==> src/hdl/mspt_pkg.sv <==
// Shared constants for the periodic timer slot bank.
package mspt_pkg;

  // Request codes
  localparam logic [1:0] REQ_TICK = 2'd0;
  localparam logic [1:0] REQ_SET  = 2'd1;
  localparam logic [1:0] REQ_DEL  = 2'd2;

  // Result status codes
  localparam logic [1:0] ST_OK        = 2'd0;
  localparam logic [1:0] ST_NO_FREE   = 2'd1;
  localparam logic [1:0] ST_ZERO_PER  = 2'd2;

  // Fixed port field widths
  localparam int unsigned REQ_W    = 2;
  localparam int unsigned PERIOD_W = 16;
  localparam int unsigned UTAG_W   = 32;
  localparam int unsigned HANDLE_W = 4;
  localparam int unsigned STATUS_W = 2;

  // Most expiry items reported for one tick
  localparam int unsigned RESULT_LIMIT = 16;

  // Parameter defaults
  localparam int unsigned DEF_SLOT_COUNT  = 16;
  localparam int unsigned DEF_COUNT_WIDTH = 16;
  localparam int unsigned DEF_TAG_WIDTH   = 32;

endpackage

==> src/hdl/multi_slot_periodic_timer_bank.sv <==
// Periodic timer slot bank: sequencer, slot memory and output register.
//
// A set request searches the active bits one slot per cycle for the lowest
// free slot; delete and other requests go straight to the reply state. A
// tick walks the slots in order: an idle slot is only checked in the read
// state, and an active slot is read from slot memory, then compared and
// written back through the single shared incrementer/comparator; a closing
// state sends the final item. Expiries come out in slot order; the last item
// of a tick carries last, and a tick without an expiry gives one empty item.
// The slot memory has one read and one write port and needs no clearing
// pass after reset. in_ready_o is high only between requests; the output
// register lets the next request start while the previous reply waits to
// be taken.
module multi_slot_periodic_timer_bank #(
  parameter int unsigned SLOT_COUNT  = mspt_pkg::DEF_SLOT_COUNT,
  parameter int unsigned COUNT_WIDTH = mspt_pkg::DEF_COUNT_WIDTH,
  parameter int unsigned TAG_WIDTH   = mspt_pkg::DEF_TAG_WIDTH
) (
  input  logic                            clk_i,
  input  logic                            rst_ni,
  input  logic                            in_valid_i,
  output logic                            in_ready_o,
  input  logic [mspt_pkg::REQ_W-1:0]      req_type_i,
  input  logic [mspt_pkg::PERIOD_W-1:0]   period_i,
  input  logic [mspt_pkg::UTAG_W-1:0]     user_tag_i,
  input  logic [mspt_pkg::HANDLE_W-1:0]   slot_handle_i,
  output logic                            out_valid_o,
  input  logic                            out_ready_i,
  output logic [mspt_pkg::STATUS_W-1:0]   status_o,
  output logic [mspt_pkg::HANDLE_W-1:0]   granted_slot_o,
  output logic                            fired_o,
  output logic [mspt_pkg::HANDLE_W-1:0]   fired_slot_o,
  output logic [mspt_pkg::UTAG_W-1:0]     fired_tag_o,
  output logic                            last_o
);
  import mspt_pkg::*;

  localparam int unsigned IDX_W = (SLOT_COUNT > 1) ? $clog2(SLOT_COUNT) : 1;
  localparam int unsigned N_W   = $clog2(RESULT_LIMIT + 1);
  localparam logic [IDX_W-1:0] LAST_IDX = IDX_W'(SLOT_COUNT - 1);

  typedef struct packed {
    logic [COUNT_WIDTH-1:0] period;
    logic [COUNT_WIDTH-1:0] elapsed;
    logic [TAG_WIDTH-1:0]   tag;
  } entry_t;

  typedef enum logic [2:0] {
    S_IDLE,
    S_SET_SCAN,
    S_TICK_RD,
    S_TICK_EV,
    S_TICK_END,
    S_REPLY
  } state_e;

  state_e                 state_q;
  logic [IDX_W-1:0]       idx_q;
  logic [SLOT_COUNT-1:0]  active_q;
  logic [COUNT_WIDTH-1:0] per_q;
  logic [TAG_WIDTH-1:0]   tag_q;
  logic [N_W-1:0]         n_q;
  logic                   pend_valid_q;
  logic [IDX_W-1:0]       pend_slot_q;
  logic [TAG_WIDTH-1:0]   pend_tag_q;
  logic [STATUS_W-1:0]    rep_status_q;
  logic [IDX_W-1:0]       rep_slot_q;

  logic                   out_valid_q;
  logic [STATUS_W-1:0]    status_q;
  logic [HANDLE_W-1:0]    granted_q;
  logic                   fired_q;
  logic [HANDLE_W-1:0]    fslot_q;
  logic [UTAG_W-1:0]      ftag_q;
  logic                   last_q;

  entry_t                 mem_q [SLOT_COUNT];
  entry_t                 rd_q;

  logic                   mem_we;
  entry_t                 mem_wdata;
  logic                   out_free;
  logic                   out_load;
  logic [COUNT_WIDTH-1:0] cnt_inc;
  logic                   hit;
  logic                   report;
  logic                   ev_stall;
  logic                   in_fire;
  logic [COUNT_WIDTH-1:0] in_per;
  logic [IDX_W-1:0]       del_idx;
  logic                   del_ok;

  assign in_ready_o = (state_q == S_IDLE);
  assign in_fire    = in_valid_i && in_ready_o;
  assign out_free   = !out_valid_q || out_ready_i;
  assign in_per     = COUNT_WIDTH'(period_i);
  assign del_idx    = IDX_W'(slot_handle_i);
  assign del_ok     = (32'(slot_handle_i) < 32'(SLOT_COUNT));

  // Shared increment and compare for the slot under visit
  assign cnt_inc  = COUNT_WIDTH'(rd_q.elapsed + 1'b1);
  assign hit      = (cnt_inc == rd_q.period);
  assign report   = (n_q < N_W'(RESULT_LIMIT));
  // A new expiry must push the held one out first
  assign ev_stall = hit && report && pend_valid_q && !out_free;

  // Output register takes a new item this cycle
  assign out_load = ((state_q == S_TICK_EV) && !ev_stall && hit && report && pend_valid_q) ||
                    (((state_q == S_TICK_END) || (state_q == S_REPLY)) && out_free);

  always_comb begin
    mem_we    = 1'b0;
    mem_wdata = rd_q;
    unique case (state_q)
      S_SET_SCAN: begin
        mem_we    = !active_q[idx_q];
        mem_wdata = '{period: per_q, elapsed: '0, tag: tag_q};
      end
      S_TICK_EV: begin
        mem_we            = !ev_stall;
        mem_wdata.elapsed = hit ? '0 : cnt_inc;
      end
      default: ;
    endcase
  end

  always_ff @(posedge clk_i) begin
    if (mem_we) begin
      mem_q[idx_q] <= mem_wdata;
    end
    rd_q <= mem_q[idx_q];
  end

  always_ff @(posedge clk_i or negedge rst_ni) begin
    if (!rst_ni) begin
      state_q      <= S_IDLE;
      idx_q        <= '0;
      active_q     <= '0;
      per_q        <= '0;
      tag_q        <= '0;
      n_q          <= '0;
      pend_valid_q <= 1'b0;
      pend_slot_q  <= '0;
      pend_tag_q   <= '0;
      rep_status_q <= ST_OK;
      rep_slot_q   <= '0;
      out_valid_q  <= 1'b0;
      status_q     <= ST_OK;
      granted_q    <= '0;
      fired_q      <= 1'b0;
      fslot_q      <= '0;
      ftag_q       <= '0;
      last_q       <= 1'b0;
    end else begin
      if (out_ready_i && !out_load) begin
        out_valid_q <= 1'b0;
      end
      unique case (state_q)
        S_IDLE: begin
          if (in_fire) begin
            per_q        <= in_per;
            tag_q        <= TAG_WIDTH'(user_tag_i);
            idx_q        <= '0;
            n_q          <= '0;
            pend_valid_q <= 1'b0;
            rep_status_q <= ST_OK;
            rep_slot_q   <= '0;
            unique case (req_type_i)
              REQ_TICK: state_q <= S_TICK_RD;
              REQ_SET: begin
                if (in_per == '0) begin
                  rep_status_q <= ST_ZERO_PER;
                  state_q      <= S_REPLY;
                end else begin
                  state_q <= S_SET_SCAN;
                end
              end
              REQ_DEL: begin
                if (del_ok) begin
                  active_q[del_idx] <= 1'b0;
                end
                state_q <= S_REPLY;
              end
              default: state_q <= S_REPLY;
            endcase
          end
        end
        S_SET_SCAN: begin
          if (!active_q[idx_q]) begin
            active_q[idx_q] <= 1'b1;
            rep_slot_q      <= idx_q;
            state_q         <= S_REPLY;
          end else if (idx_q == LAST_IDX) begin
            rep_status_q <= ST_NO_FREE;
            state_q      <= S_REPLY;
          end else begin
            idx_q <= idx_q + 1'b1;
          end
        end
        S_TICK_RD: begin
          if (active_q[idx_q]) begin
            state_q <= S_TICK_EV;
          end else if (idx_q == LAST_IDX) begin
            state_q <= S_TICK_END;
          end else begin
            idx_q <= idx_q + 1'b1;
          end
        end
        S_TICK_EV: begin
          if (!ev_stall) begin
            if (hit && report) begin
              if (pend_valid_q) begin
                out_valid_q <= 1'b1;
                status_q    <= ST_OK;
                granted_q   <= '0;
                fired_q     <= 1'b1;
                fslot_q     <= HANDLE_W'(pend_slot_q);
                ftag_q      <= UTAG_W'(pend_tag_q);
                last_q      <= 1'b0;
              end
              pend_valid_q <= 1'b1;
              pend_slot_q  <= idx_q;
              pend_tag_q   <= rd_q.tag;
              n_q          <= n_q + 1'b1;
            end
            if (idx_q == LAST_IDX) begin
              state_q <= S_TICK_END;
            end else begin
              idx_q   <= idx_q + 1'b1;
              state_q <= S_TICK_RD;
            end
          end
        end
        S_TICK_END: begin
          if (out_free) begin
            out_valid_q <= 1'b1;
            status_q    <= ST_OK;
            granted_q   <= '0;
            fired_q     <= pend_valid_q;
            fslot_q     <= pend_valid_q ? HANDLE_W'(pend_slot_q) : '0;
            ftag_q      <= pend_valid_q ? UTAG_W'(pend_tag_q) : '0;
            last_q      <= 1'b1;
            state_q     <= S_IDLE;
          end
        end
        S_REPLY: begin
          if (out_free) begin
            out_valid_q <= 1'b1;
            status_q    <= rep_status_q;
            granted_q   <= HANDLE_W'(rep_slot_q);
            fired_q     <= 1'b0;
            fslot_q     <= '0;
            ftag_q      <= '0;
            last_q      <= 1'b1;
            state_q     <= S_IDLE;
          end
        end
        default: state_q <= S_IDLE;
      endcase
    end
  end

  assign out_valid_o    = out_valid_q;
  assign status_o       = status_q;
  assign granted_slot_o = granted_q;
  assign fired_o        = fired_q;
  assign fired_slot_o   = fslot_q;
  assign fired_tag_o    = ftag_q;
  assign last_o         = last_q;

endmodule
==> config.mk <==
export PLATFORM = sky130hd
export DESIGN_NAME = multi_slot_periodic_timer_bank
export DESIGN_NICKNAME = d
export VERILOG_FILES = /design/src/hdl/mspt_pkg.sv /design/src/hdl/multi_slot_periodic_timer_bank.sv
export SDC_FILE = /design/constraint.sdc
export NUM_CORES = 1
export LEC_CHECK = 0
export ABC_AREA = 1
export BUFFER_PORTS_ARGS = -buffer_cell sky130_fd_sc_hd__buf_2
export CAP_MARGIN = 20
export CORE_ASPECT_RATIO = 1.5
export CORE_MARGIN = 2
export CORE_UTILIZATION = 51
export CTS_CLUSTER_DIAMETER = 50
export DETAILED_ROUTE_END_ITERATION = 12
export HOLD_SLACK_MARGIN = 0.05
export PLACE_DENSITY_LB_ADDON = 0.1
export SLEW_MARGIN = 10
export SYNTH_ARGS = -nofsm -noshare
export SYNTH_HDL_FRONTEND = slang
export SYNTH_SLANG_ARGS = --single-unit
==> constraint.sdc <==
create_clock -name clk_i -period 8.65 [get_ports clk_i]
set_input_delay 0 -clock clk_i [delete_from_list [all_inputs] [get_ports clk_i]]
set_output_delay 0 -clock clk_i [all_outputs]
set_load 0.03 [all_outputs]
## After elaboration in Yosys (flattened, before gate mapping)

Memories as Yosys holds them, arrays and structs flattened. A register that Yosys moved wholly into a read port is not among the register bits.
Cells that the tools add are included.

| storage, ports and cells | value |
|---|---|
| bits in latches | 0 |
| bits of input ports | 58 |
| bits in read-only memories | 0 |
| register bits | 164 |
| word-level logic and storage cells | 185 |
| memories kept | 1 |
| RAM bits | 1024 |

Memories:

| name | depth | bits a word | rd ports | clocked after Yosys merged registers in | write ports | line | source |
|---|---|---|---|---|---|---|---|
| mem_q | 16 | 64 | 1 | 1 | 1 | multi_slot_periodic_timer_bank.sv:77 | `entry_t mem_q [SLOT_COUNT];` |

| cells by class | value |
|---|---|
| divide/modulo/power cells | 0 |
| reduce and logical (&&, ||, !) cells | 39 |
| shift operators | 0 |
| add/sub/neg operators | 3 |
| bitwise logic cells | 4 |
| multiply operators | 0 |
| multiplexer cells | 92 |
| eq/ne operators | 23 |
| $lt $le $gt $ge | 5 |

Operators with widths:

| operator | number |
|---|---|
| 32-bit two-way mux | 7 |
| 32-bit one-hot mux with 3 select lines | 1 |
| 16-bit two-way mux | 5 |
| 4-bit two-way mux | 16 |
| 16-bit one-hot mux with 2 select lines | 2 |
| 3-bit two-way mux | 9 |
| 4-bit one-hot mux with 3 select lines | 2 |
| 1-bit two-way mux | 22 |
| 2-bit two-way mux | 10 |
| 2-bit != test, second input constant | 9 |
| 16-bit by 1-bit adder with 16-bit output, second input constant | 1 |
| 16-bit AND | 1 |
| 16-bit equality test | 1 |
| 16-bit logical NOT | 1 |
| 16-bit NOT | 1 |
| 16-bit OR | 1 |
| 4-bit one-hot mux with 4 select lines | 1 |
| 5-bit two-way mux | 3 |
| 3-bit one-hot mux with 5 select lines | 1 |
| 5-bit AND reduction | 3 |
| 1-bit logical AND | 12 |
| 4-bit AND reduction | 3 |
| 4-bit by 5-bit < comparator with 1-bit output, second input constant | 2 |
| 5-bit one-hot mux with 2 select lines | 1 |
| 32 further kinds | 51 |

## Longest topological paths before layout

Gate-level depths: netlist (run 1).

| logic depth | value |
|---|---|
| depth after elaboration | 18 |
| gate-level depth with buffers | 19 |

## Worst setup path before layout (run 1)

No wires, ideal clock.

| path | value |
|---|---|
| path type | register -> register |
| start point | register, netlist name rd_q[32] |
| end point | memory mem_q[15][0] in the netlist's numbering, enable pin |
| data arrival time | 5007 ps |
| setup slack | 3136 ps |
| cell stages (with the launch flop) | 17 |
| clock period less this slack | 5514 ps |
| required time | 8143 ps |
| path through | dfxtp_1 ha_1 nand2_1 nor2_4 nand3_1 nand2_1 nand2_1 nand2_1 nand2_1 nand2_1 nor2_2 nand3_4 nor2_4 nand3_2 nand2_1 buf_2 a21oi_1 |

| on the way | value |
|---|---|
| word-level cells in the longest chain between the ends | 9 |

RTL lines:

| what | line | source |
|---|---|---|
| 16-bit by 1-bit adder with 16-bit output | multi_slot_periodic_timer_bank.sv:101 | `assign cnt_inc = COUNT_WIDTH'(rd_q.elapsed + 1'b1);` |
| 16-bit equality test | multi_slot_periodic_timer_bank.sv:102 | `assign hit = (cnt_inc == rd_q.period);` |
| 1-bit logical AND (3 in a row) | multi_slot_periodic_timer_bank.sv:105 | `assign ev_stall = hit && report && pend_valid_q && !out_free;` |
| 1-bit logical NOT | - |  |
| 1-bit one-hot mux with 2 select lines | multi_slot_periodic_timer_bank.sv:114 | `unique case (state_q)` |
| 1-bit two-way mux | multi_slot_periodic_timer_bank.sv:128 | `if (mem_we) begin` |
| 1-bit two-way mux (not written as such) | multi_slot_periodic_timer_bank.sv:129 | `mem_q[idx_q] <= mem_wdata;` |
| to (decl) | multi_slot_periodic_timer_bank.sv:77 |  |

No other way between the ends.

## Worst setup path after layout (run 1)

| path | value |
|---|---|
| start point | register idx_q[1] |
| end point | memory mem_q[15][14] in the netlist's numbering, enable pin |

| on the way | value |
|---|---|
| word-level cells in the longest chain between the ends | 6 |

RTL lines:

| what | line | source |
|---|---|---|
| from (decl) | multi_slot_periodic_timer_bank.sv:58 | `logic [IDX_W-1:0] idx_q;` |
| from (signal assigned) | multi_slot_periodic_timer_bank.sv:197 | `idx_q <= idx_q + 1'b1;` |
| from (signal assigned) | multi_slot_periodic_timer_bank.sv:206 | `idx_q <= idx_q + 1'b1;` |
| from (signal assigned) | multi_slot_periodic_timer_bank.sv:229 | `idx_q <= idx_q + 1'b1;` |
| 1-bit binary-select mux with 4-bit select | multi_slot_periodic_timer_bank.sv:116 | `mem_we = !active_q[idx_q];` |
| 1-bit two-way mux (not written as such) | multi_slot_periodic_timer_bank.sv:116 |  |
| 1-bit logical NOT | - |  |
| 1-bit one-hot mux with 2 select lines | multi_slot_periodic_timer_bank.sv:114 |  |
| 1-bit two-way mux | multi_slot_periodic_timer_bank.sv:128 |  |
| 1-bit two-way mux (not written as such) | multi_slot_periodic_timer_bank.sv:129 |  |

Parallel ways exist; a longest one is shown, timed or not. The select of a mux whose other input is x is not followed.

==> flow_summary.yaml, run 1 <==
setup_path:
  cpLargestDelayFamily: "buffers and inverters"
  rr_worst_depth: 11
  end_kind: "flop"
  crit_path_cell_trace: "buf_4, a21oi_1, o21ai_0, o21ai_0, nand2_1, nand4_1, inv_1, nand2_2, buf_4, a21oi_4, buf_4"
  crit_top_cell: "buf_4"
  critPathSlowestCell: "dfrtp_4"
  crit_buf_inv: 4
  cpPeakStageDelay_ns: 0.90
  crit_required_ns: 8.98
  path_depth: 11
  worstSetupPathType: "reg2reg"
  critPathMaxFanout: 84
  start_kind: "flop"
  arrival_ns: 5.25
synth:
  synth_compound_area_frac: 0.105
  synth_seq_area_share: 0.735
  synth-warning-count: 0
  synth_fa_ha_area_frac: 0.00153
  synthXorXnorAreaFrac: 0.00171
  synth_ff_type: "edfxtp_1"
  netlist_instances: 4117
  postSynth.asyncResetShare: 0.131
  synth_mux_area_frac: 0
  synth_seq_cells: 1252
  syn-num-nets: 4181
  avgSynthCellArea_um2: 11.9
  ys_types: 40
  synth-edff-count: 1024
  synth_top_family_by_area: "simple AND/OR/NAND/NOR gates"
  synth_simple_gate_area_frac: 0.127
  syn_area_um2: 49100
floorplan:
  rows: 139
  die_area_um2: 98900
  core_um2: 95700
  die_h_um: 384
  die_w_um: 257
  start_util: 0.514
  io-pin-count: 104
cts:
  cts_buffers: 116
  cts_tree: "done"
  cts_root_buf: "clkbuf_16"
  clock_path_buffers: 3
  post_cts.repair.setup_buffers: 0
  cts-htree-levels: 3
  cts.clk_slew.worst_paths_ns: 0.06
  clkLatencyLatePin_ns: 0.71
  ctsResizeCount: 0
  clock-sinks: 1252
finish:
  seq_area_um2: 36100
  area_delta_synth_final_pct: 14.9
  diodes: 0
  multiInputGateArea_um2: 11800
  fill_cells: 7825
  finalCoreUtilization: 0.590
  fin_nets: 4365
  drive_gt1_frac: 0.0991
timing:
  max_freq_mhz: 203
  fin_crit_sh: 0.569
  finalClockSkew_ns: 0.0171
  final_max_slew_viol_count: 0
  layout_min_cycle_time_ns: 4.92
  relSlewSlack: 0.230
  setup_viol: 0
  rsz0062_at_grt: "no"
  hold_viol: 0
  finalSetupTns_ns: 0
  tightest_slew_ns: 1.15
placed_design:
  io_buffers: 103
  dp.final_hpwl_mm: 68.8
  place_congestion: 0.828
grt:
  grt_max_degree: 232
  grt.total_usage: 0.260
  antenna_found_initial: 2
  grt_pass1_wl_mm: 195
  grt_pass1_vias: 31886
  grt-ovfl-total: 0
power:
  power_density_nw_per_um2: 352
  switching_share: 0.351
  pwr-share-comb: 0.305
  clock_power_share: 0.257
  cellLeakagePower_nw: 20.3
  internal_power_w: 0.0129
  ir_worst_vdd_mv: 0.250
  seqPwrFrac: 0.438
  power_switching_w: 0.00699
drt:
  num_vias: 32785
  wirelength_mm: 129
  remaining_drc_errors: 0
  viasPerCell: 5.78
  first_iter_violations: 3061
  wl_per_cell_um: 22.8
  drt_pass1_iterations: 7
  antenna_left: 0
min_path:
  holdCritPathClass: "in2reg"
  hold_depth: 4
status:
  status: "finished clean"
job:
  cap_violations: 0
-- registers in the layout (all words and copies together) (netlist names) --
| signal | cells |
|---|---|
| idx_q | 4 |
| rd_q | 64 |
| pend_valid_q | 1 |
| out_valid_o | 1 |
| mem_q | 1024 |
| pend_slot_q | 4 |
| tag_q | 32 |
| rep_slot_q | 4 |
| rep_status_q | 2 |
| state_q | 3 |
| pend_tag_q | 32 |
| last_o | 1 |
| active_q | 16 |
| fired_tag_o | 32 |
| granted_slot_o | 4 |
| per_q | 16 |
| status_o | 2 |
| fired_slot_o | 4 |
| fired_o | 1 |
| n_q | 5 |
-- worst register-to-register path, cell delays in order, from the launching register on --
cell and delay, ns:
dfrtp_4 0.90, buf_4 0.91, a21oi_1 0.09, o21ai_0 0.12, o21ai_0 0.11, nand2_1 0.07
nand4_1 0.12, inv_1 0.13, nand2_2 0.16, buf_4 0.32, a21oi_4 0.76, buf_4 0.82
-- final timing paths --
kind                                from              end  slack (ns)
max                             idx_q[1]    mem_q[15][14]        3.73
min                        user_tag_i[4]         tag_q[4]         0.1
max reg2reg                     idx_q[1]    mem_q[15][14]        3.73
min reg2reg                     rd_q[17]   pend_tag_q[17]        0.46
max in group asynchronous         rst_ni        tag_q[14]        7.33
min in group asynchronous         rst_ni  fired_slot_o[3]        0.50
-- power by group through the flow --
stage / Combinational [W] / Clock, W / Sequential, W
after floorplan: 0.00365 / 0 / 0.00876
after global placement: 0.00580 / 0 / 0.00884
after detailed placement: 0.00587 / 0 / 0.00884
after CTS: 0.00603 / 0.00520 / 0.00872
after global routing: 0.00673 / 0.00543 / 0.00875
final: 0.00607 / 0.00513 / 0.00871
-- per-layer routing --
layer	global-route usage	up-vias	part of all wire
li1	-	15144	-
met1	0.352	16423	0.43
met2	0.444	1048	0.50
met3	0.0299	170	0.053
met4	0.0779	0	0.024
met5	0	-	0
-- cell type report --
| class | instances | area share |
|---|---|---|
| Tap cell | 1269 | 0.0281 |
| Sequential cell | 1252 | 0.640 |
| Clock inverter | 59 | 0.00959 |
| Timing Repair Buffer | 324 | 0.0464 |
| Inverter | 118 | 0.00815 |
| Clock buffer | 159 | 0.0584 |
| Multi-Input combinational cell | 2489 | 0.209 |
-- synthesized netlist by cell type (all sizes together) (6+ instances only) --
library cell | count | share of area
o32ai | 8 | 0.0014
ha | 6 | 0.0015
nand3 | 144 | 0.015
nand4 | 92 | 0.012
nand3b | 6 | 0.00092
o21ai | 665 | 0.068
edfxtp | 1024 | 0.63
dfrtp | 164 | 0.084
o22ai | 256 | 0.033
nand2 | 691 | 0.053
dfxtp | 64 | 0.026
buf | 26 | 0.0028
clkbuf | 232 | 0.018
nor3 | 6 | 0.00061
nor2 | 574 | 0.045
a21oi | 26 | 0.0026
inv | 115 | 0.0088
-- stage by stage --
stage / worst slack, ns / hold WS [ns] / power (W) / cells / cell area [um2]
global route: 3.39 / 0.100 / 0.0209 / 5670 / 56500
finish: 3.73 / 0.0999 / 0.0199 / 5670 / 56500
floorplan: 3.14 / -0.296 / 0.0124 / 4117 / 49100
detailed placement: 3.69 / 0.156 / 0.0147 / 5327 / 51400
CTS: 3.69 / 0.0587 / 0.0199 / 5663 / 56400
global placement: 3.73 / 0.169 / 0.0146 / 5326 / 51400
-- layout by cell type (no fill, tap or decap), types with 90 or more instances in the layout --
cell              n
o21ai_0         650
dlygate4sd3_1   117
nand4_1          90
clkbuf_16       120
o22ai_1         256
edfxtp_1       1024
nand2_1         687
inv_1           111
buf_4            93
nor2_1          562
nand3_1         141
dfrtp_1         162
buf_2           102
-- timing repair --
| item | in CTS | in global routing |
|---|---|---|
| hold buffers | 118 | 0 |
| endpoints found under the hold margin | 177 | 0 |
| endpoints found under the setup margin | 0 | 0 |
-- cell families (layout without fill, tap and decap cells) --
family	after synthesis	in the layout
XOR/XNOR	8	8
flip-flops	1252	1252
buffers and inverters	376	660
AO/OA/AOI/OAI	959	959
AND/OR/NAND/NOR	1516	1516
adder cells (fa/ha/maj)	6	6
Power figures use the tool's default switching activity.
==> run 2, diff against run 1 <==
--- a/config.mk
+++ b/config.mk
@@ -5,7 +5,7 @@
 export SDC_FILE = /design/constraint.sdc
 export NUM_CORES = 1
 export LEC_CHECK = 0
-export ABC_AREA = 1
+export ABC_AREA = 0
 export BUFFER_PORTS_ARGS = -buffer_cell sky130_fd_sc_hd__buf_2
 export CAP_MARGIN = 20
 export CORE_ASPECT_RATIO = 1.5
==> constraint.sdc (replaced) <==
create_clock -name clk_i -period 4.48 [get_ports clk_i]
set_input_delay 0 -clock clk_i [delete_from_list [all_inputs] [get_ports clk_i]]
set_output_delay 0 -clock clk_i [all_outputs]
set_load 0.03 [all_outputs]
==> run 2 against run 1 <==
Synthesized area down 2.4%. Utilization up 1.4 points. Sequential cell count unchanged. Global-route usage down 1.3 points. Wire length down 10%. Worst hold slack worse by 0.012 ns. Via count down 27%. Cell area down 0.35%. Highest routed layer is now met5.
==> flow_summary.yaml, run 2 <==
setup_path:
  crit_required_ns: 4.89
  end_kind: "flop"
  start_kind: "flop"
  arrival_ns: 4.67
  critPathMaxFanout: 17
  worstSetupPathType: "reg2reg"
placed_design:
  io_buffers: 103
  placed_cells: 3657
  dp.final_hpwl_mm: 70.9
  placed_area_um2: 50900
  place_worst_setup_slack_ns: 0.242
  place_congestion: 0.886
drt:
  drt_pass1_iterations: 5
  top_layer_used: "met5"
  remaining_drc_errors: 0
  wirelength_mm: 116
  num_vias: 23983
  wl_per_cell_um: 29.0
  wl_met3_mm: 5.53
  met2_wirelength_mm: 62.5
  viasPerCell: 6.00
  antenna_left: 0
  m1WireLength_mm: 44.0
  first_iter_violations: 2003
job:
  cap_violations: 0
cts:
  cts_tree: "done"
  cts.clk_slew.worst_paths_ns: 0.07
  clkLatencyLatePin_ns: 0.72
  cts-htree-levels: 3
  clock_path_buffers: 3
  cts_root_buf: "clkbuf_16"
  post_cts.repair.setup_buffers: 0
  cts_buffers: 117
  clock-sinks: 1252
synth:
  syn-num-nets: 2400
  synthTopCellsByCount: "edfxtp_1, mux4_2, nand2_1"
  synth_area_leader_cell: "edfxtp_1"
  synth_top_area_share: 0.641
  synth-warning-count: 0
  postSynth.asyncResetShare: 0.131
  synth-edff-count: 1024
  netlist_instances: 2336
  synth_seq_cells: 1252
  synthMostInstantiatedCell: "edfxtp_1"
  synth_seq_area_share: 0.753
  ys_types: 66
  syn_area_um2: 48000
  synth.top_cells.by_area: "edfxtp_1, mux4_2, dfrtp_1"
  synth_ff_type: "edfxtp_1"
  avgSynthCellArea_um2: 20.5
timing:
  layout_min_cycle_time_ns: 4.26
  final_max_slew_viol_count: 0
  finalClockSkew_ns: 0.0265
  whs_ns: 0.0880
  setup_viol: 0
  finalSetupTns_ns: 0
  setup_ws_ns: 0.221
  hold_viol: 0
  tightest_slew_ns: 1.12
  max_freq_mhz: 235
  relSlewSlack: 0.255
  rsz0062_at_grt: "no"
  fin_crit_sh: 0.951
finish:
  final_cell_mix: "edfxtp_1, mux4_2, nand2_1"
  fin_cells: 3998
  top_regs: "mem_q (1024), rd_q (64)"
  fin_nets: 2706
  regMostFlops: "mem_q"
  multiInputGateArea_um2: 11400
  area_delta_synth_final_pct: 17.4
  largest_register_ffs: 1024
  drive_gt1_frac: 0.303
  seq_area_um2: 36100
  layout_commonest_cell: "edfxtp_1"
  post-route-cell-area_um2: 56300
  fill_cells: 6622
grt:
  antenna_found_initial: 7
  grt_max_degree: 112
  grt_pass1_vias: 25346
  grt-ovfl-total: 0
  grt_pass1_wl_mm: 170
  grt.total_usage: 0.246
power:
  cellLeakagePower_nw: 19.0
  ir_worst_vdd_mv: 0.450
  power_density_nw_per_um2: 644
status:
  status: "finished clean"
floorplan:
  core_um2: 93100
  die_h_um: 380
  die_area_um2: 96600
  die_w_um: 254
  start_util: 0.515
  rows: 137
  io-pin-count: 104
min_path:
  holdCritPathClass: "in2reg"
## run 2: through the flow
step	total power (W)	util
3_3_place_gp	0.0255	0.547
4_1_cts	0.0366	0.604
6_report	0.0362	0.605
3_5_place_dp	0.0258	0.547
5_1_grt	0.0376	0.605
2_1_floorplan	0.0223	-
## run 2: final timing paths
check	start	to	slack, ns	cells after the start
worst max-delay path	rd_q[32]	mem_q[10][18]	0.22	12
worst min-delay path	period_i[3]	per_q[3]	0.09	4
worst max register to register	rd_q[32]	mem_q[10][18]	0.22	12
worst min register to register	tag_q[1]	tag_q[1]	0.48	2
max in group asynchronous	rst_ni	pend_tag_q[26]	3.41	4
min in group asynchronous	rst_ni	tag_q[10]	0.40	4
## run 2: kinds of logic after synthesis
group | count (synthesis) | synth area share
and+or+nand+nor | 347 | 0.0327
adders and majority gates | 6 | 0.00157
muxes | 418 | 0.174
xor gates and xnor gates | 24 | 0.00438
AOI/OAI and AO/OA | 154 | 0.0227
DFF | 1252 | 0.753
buffers and inverters | 135 | 0.0110
## run 2: what timing repair did
| item | CTS | global route |
|---|---|---|
| hold buffers | 115 | 0 |
| gates resized for setup | 0 | 0 |
| endpoints found under the hold margin | 240 | 0 |
## run 2: routing by layer
layer / global-route usage / up-vias
met5: 0 / -
met4: 0.0929 / 6
met3: 0.0305 / 188
met2: 0.438 / 746
met1: 0.308 / 12898
li1: - / 10145
## run 2: layout make-up
type / count / area share
Antenna cell: 1 / 0.0000445
Clock inverter: 85 / 0.0203
Timing Repair Buffer: 313 / 0.0518
Inverter: 9 / 0.000645
Multi-Input combinational cell: 949 / 0.203
Clock buffer: 138 / 0.0538
Tap cell: 1251 / 0.0278
Sequential cell: 1252 / 0.642
## run 2: report_power, final
part | internal, W | leakage [nW] | switching, W
clock network | 0.00636 | 2.02 | 0.00433
logic | 0.00360 | 5.10 | 0.00552
registers | 0.0156 | 11.9 | 0.000798
## run 2: worst max-delay path: stages, from the launching register on
cell	delay, ns
dfxtp_1	0.45
ha_1	0.29
nand3_1	0.13
or4_1	0.61
xnor2_1	0.20
o2111ai_1	0.35
nor4_2	0.10
buf_4	0.17
a21oi_1	0.28
nor2_4	0.06
buf_12	0.17
nor2_4	0.78
buf_4	0.35
==> run 3, diff against run 2 <==
--- a/config.mk
+++ b/config.mk
@@ -13,9 +13,11 @@
 export CORE_UTILIZATION = 51
 export CTS_CLUSTER_DIAMETER = 50
 export DETAILED_ROUTE_END_ITERATION = 12
+export GPL_TIMING_DRIVEN = 0
 export HOLD_SLACK_MARGIN = 0.05
 export PLACE_DENSITY_LB_ADDON = 0.1
 export SLEW_MARGIN = 10
 export SYNTH_ARGS = -nofsm -noshare
 export SYNTH_HDL_FRONTEND = slang
 export SYNTH_SLANG_ARGS = --single-unit
+export TNS_END_PERCENT = 10
==> run 3 against run 2 <==
Fmax fell by 1.4%. Critical endpoint is now mem_q[0][39]. Via count is 3.8% higher. Non-clock buffer count increased by 136. Largest cell class unchanged.
==> flow_summary.yaml, run 3 (synthesis gave the netlist of run 2 again) <==
finish:
  area_delta_synth_final_pct: 19.4
  regMostFlops: "mem_q"
  final_cell_mix: "edfxtp_1, mux4_2, nand2_1"
  drive_gt1_frac: 0.303
  fill_cells: 6605
  top_regs: "mem_q (1024), rd_q (64)"
  largest_register_ffs: 1024
  fin_nets: 2840
  post-route-cell-area_um2: 57300
  layout_commonest_cell: "edfxtp_1"
timing:
  whs_ns: 0.102
  setup_ws_ns: 0.159
  hold_viol: 0
  rsz0062_at_grt: "no"
  setup_viol: 0
  layout_min_cycle_time_ns: 4.32
  max_freq_mhz: 231
  fin_crit_sh: 0.964
  final_max_slew_viol_count: 0
  tightest_slew_ns: 1.19
  finalClockSkew_ns: 0.0243
  relSlewSlack: 0.210
power:
  cellLeakagePower_nw: 19.4
  power_density_nw_per_um2: 625
  ir_worst_vdd_mv: 0.357
setup_path:
  arrival_ns: 4.71
  cpPeakStageDelay_ns: 0.61
  cpLargestDelayFamily: "simple AND/OR/NAND/NOR gates"
  crit_required_ns: 4.87
  end_kind: "flop"
  crit_buf_inv: 4
  critPathSlowestCell: "nor2_4"
  crit_path_cell_trace: "buf_2, mux4_2, mux2i_1, nor2_1, nor2_1, and2_1, nor2_4, buf_4, nor2_4, buf_12, buf_12"
  start_kind: "flop"
  worstSetupPathType: "reg2reg"
  critPathMaxFanout: 18
cts:
  cts_tree: "done"
  cts_root_buf: "clkbuf_16"
  clkLatencyLatePin_ns: 0.71
  cts.clk_slew.worst_paths_ns: 0.06
  cts-htree-levels: 3
  clock_path_buffers: 3
  cts_buffers: 115
  clock-sinks: 1252
placed_design:
  place_worst_setup_slack_ns: -1.34
  io_buffers: 103
  dp.final_hpwl_mm: 81.8
  placed_area_um2: 52100
  place_congestion: 0.896
drt:
  viasPerCell: 6.03
  num_vias: 24886
  drt_pass1_iterations: 7
  wirelength_mm: 125
  antenna_left: 0
  first_iter_violations: 2239
  wl_per_cell_um: 30.3
  remaining_drc_errors: 0
floorplan:
  start_util: 0.515
  die_area_um2: 96600
  io-pin-count: 104
  rows: 137
  core_um2: 93100
  die_h_um: 380
  die_w_um: 254
grt:
  antenna_found_initial: 3
  grt.total_usage: 0.266
  grt_max_degree: 89
  grt_pass1_vias: 26043
  grt-ovfl-total: 0
  grt_pass1_wl_mm: 180
status:
  status: "finished clean"
job:
  cap_violations: 0
min_path:
  holdCritPathClass: "in2reg"
[run 3: cell count changes in the layout (fill, tap and decap cells not counted), moves of 12 or more]
cell / previous run / this run
clkbuf_1: 20 / 102
buf_6: 0 / 20
buf_1: 0 / 29
buf_2: 102 / 119
dlygate4sd3_1: 114 / 102
buf_8: 0 / 21
buf_4: 55 / 14
bufinv_16: 26 / 13
buf_16: 2 / 36
[run 3: worst min-delay path, cell delays in order]
cell and delay, ns:
dlygate4sd3_1 0.53, buf_2 0.11, nand2_1 0.08, nand2_1 0.07
[run 3: per-layer routing]
| metal | vias up | routed length [um] | global-route usage | share of wire |
|---|---|---|---|---|
| met4 | 2 | 4070 | 0.0934 | 0.033 |
| li1 | 10419 | - | - | - |
| met3 | 192 | 6470 | 0.0315 | 0.052 |
| met5 | - | 13 | 0 | 0.00010 |
| met2 | 853 | 67900 | 0.475 | 0.54 |
| met1 | 13420 | 46500 | 0.333 | 0.37 |
[run 3: worst paths after layout]
kind | startpoint | end | slack [ns] | cells after the start
setup / recovery | idx_q[0] | mem_q[0][39] | 0.16 | 11
hold / removal | period_i[15] | per_q[15] | 0.10 | 4
setup reg to reg | idx_q[0] | mem_q[0][39] | 0.16 | 11
hold reg to reg | tag_q[13] | tag_q[13] | 0.47 | 2
max in group asynchronous | rst_ni | fired_tag_o[22] | 3.62 | 4
min in group asynchronous | rst_ni | pend_tag_q[9] | 0.40 | 4
[run 3: what timing repair did]
action	CTS	global route
gates resized for setup	10	6
buffers inserted	4	4
pin swaps	6	5
endpoints found under the setup margin	1071	403
hold buffers	103	0
endpoints found under the hold margin	241	0
[run 3: area by class of cell]
type / instances / area [um2] / area share
Sequential cell: 1252 / 36100 / 0.631
Multi-Input combinational cell: 949 / 11500 / 0.201
Timing Repair Buffer: 324 / 3730 / 0.0651
Clock buffer: 150 / 3120 / 0.0545
Tap cell: 1251 / 1570 / 0.0273
Clock inverter: 67 / 694 / 0.0121
Buffer: 125 / 502 / 0.00876
Inverter: 9 / 33.8 / 0.000590
Antenna cell: 1 / 2.50 / 0.0000437
[run 3: through the flow]
stage / TNS [ns] / total power [W] / cells / util
3_3_place_gp: -4377.52 / 0.0251 / 3690 / 0.538
2_1_floorplan: -383.29 / 0.0222 / 2336 / -
6_report: 0 / 0.0358 / 4128 / 0.615
5_1_grt: 0 / 0.0372 / 4128 / 0.615
3_5_place_dp: -868.30 / 0.0259 / 3783 / 0.560
4_1_cts: 0 / 0.0359 / 4107 / 0.613
[run 3: power by group]
part | total [W] | internal (W) | switching (W)
Combinational | 0.00955 | 0.00380 | 0.00575
Clock | 0.00995 | 0.00567 | 0.00428
Sequential | 0.0163 | 0.0156 | 0.000639
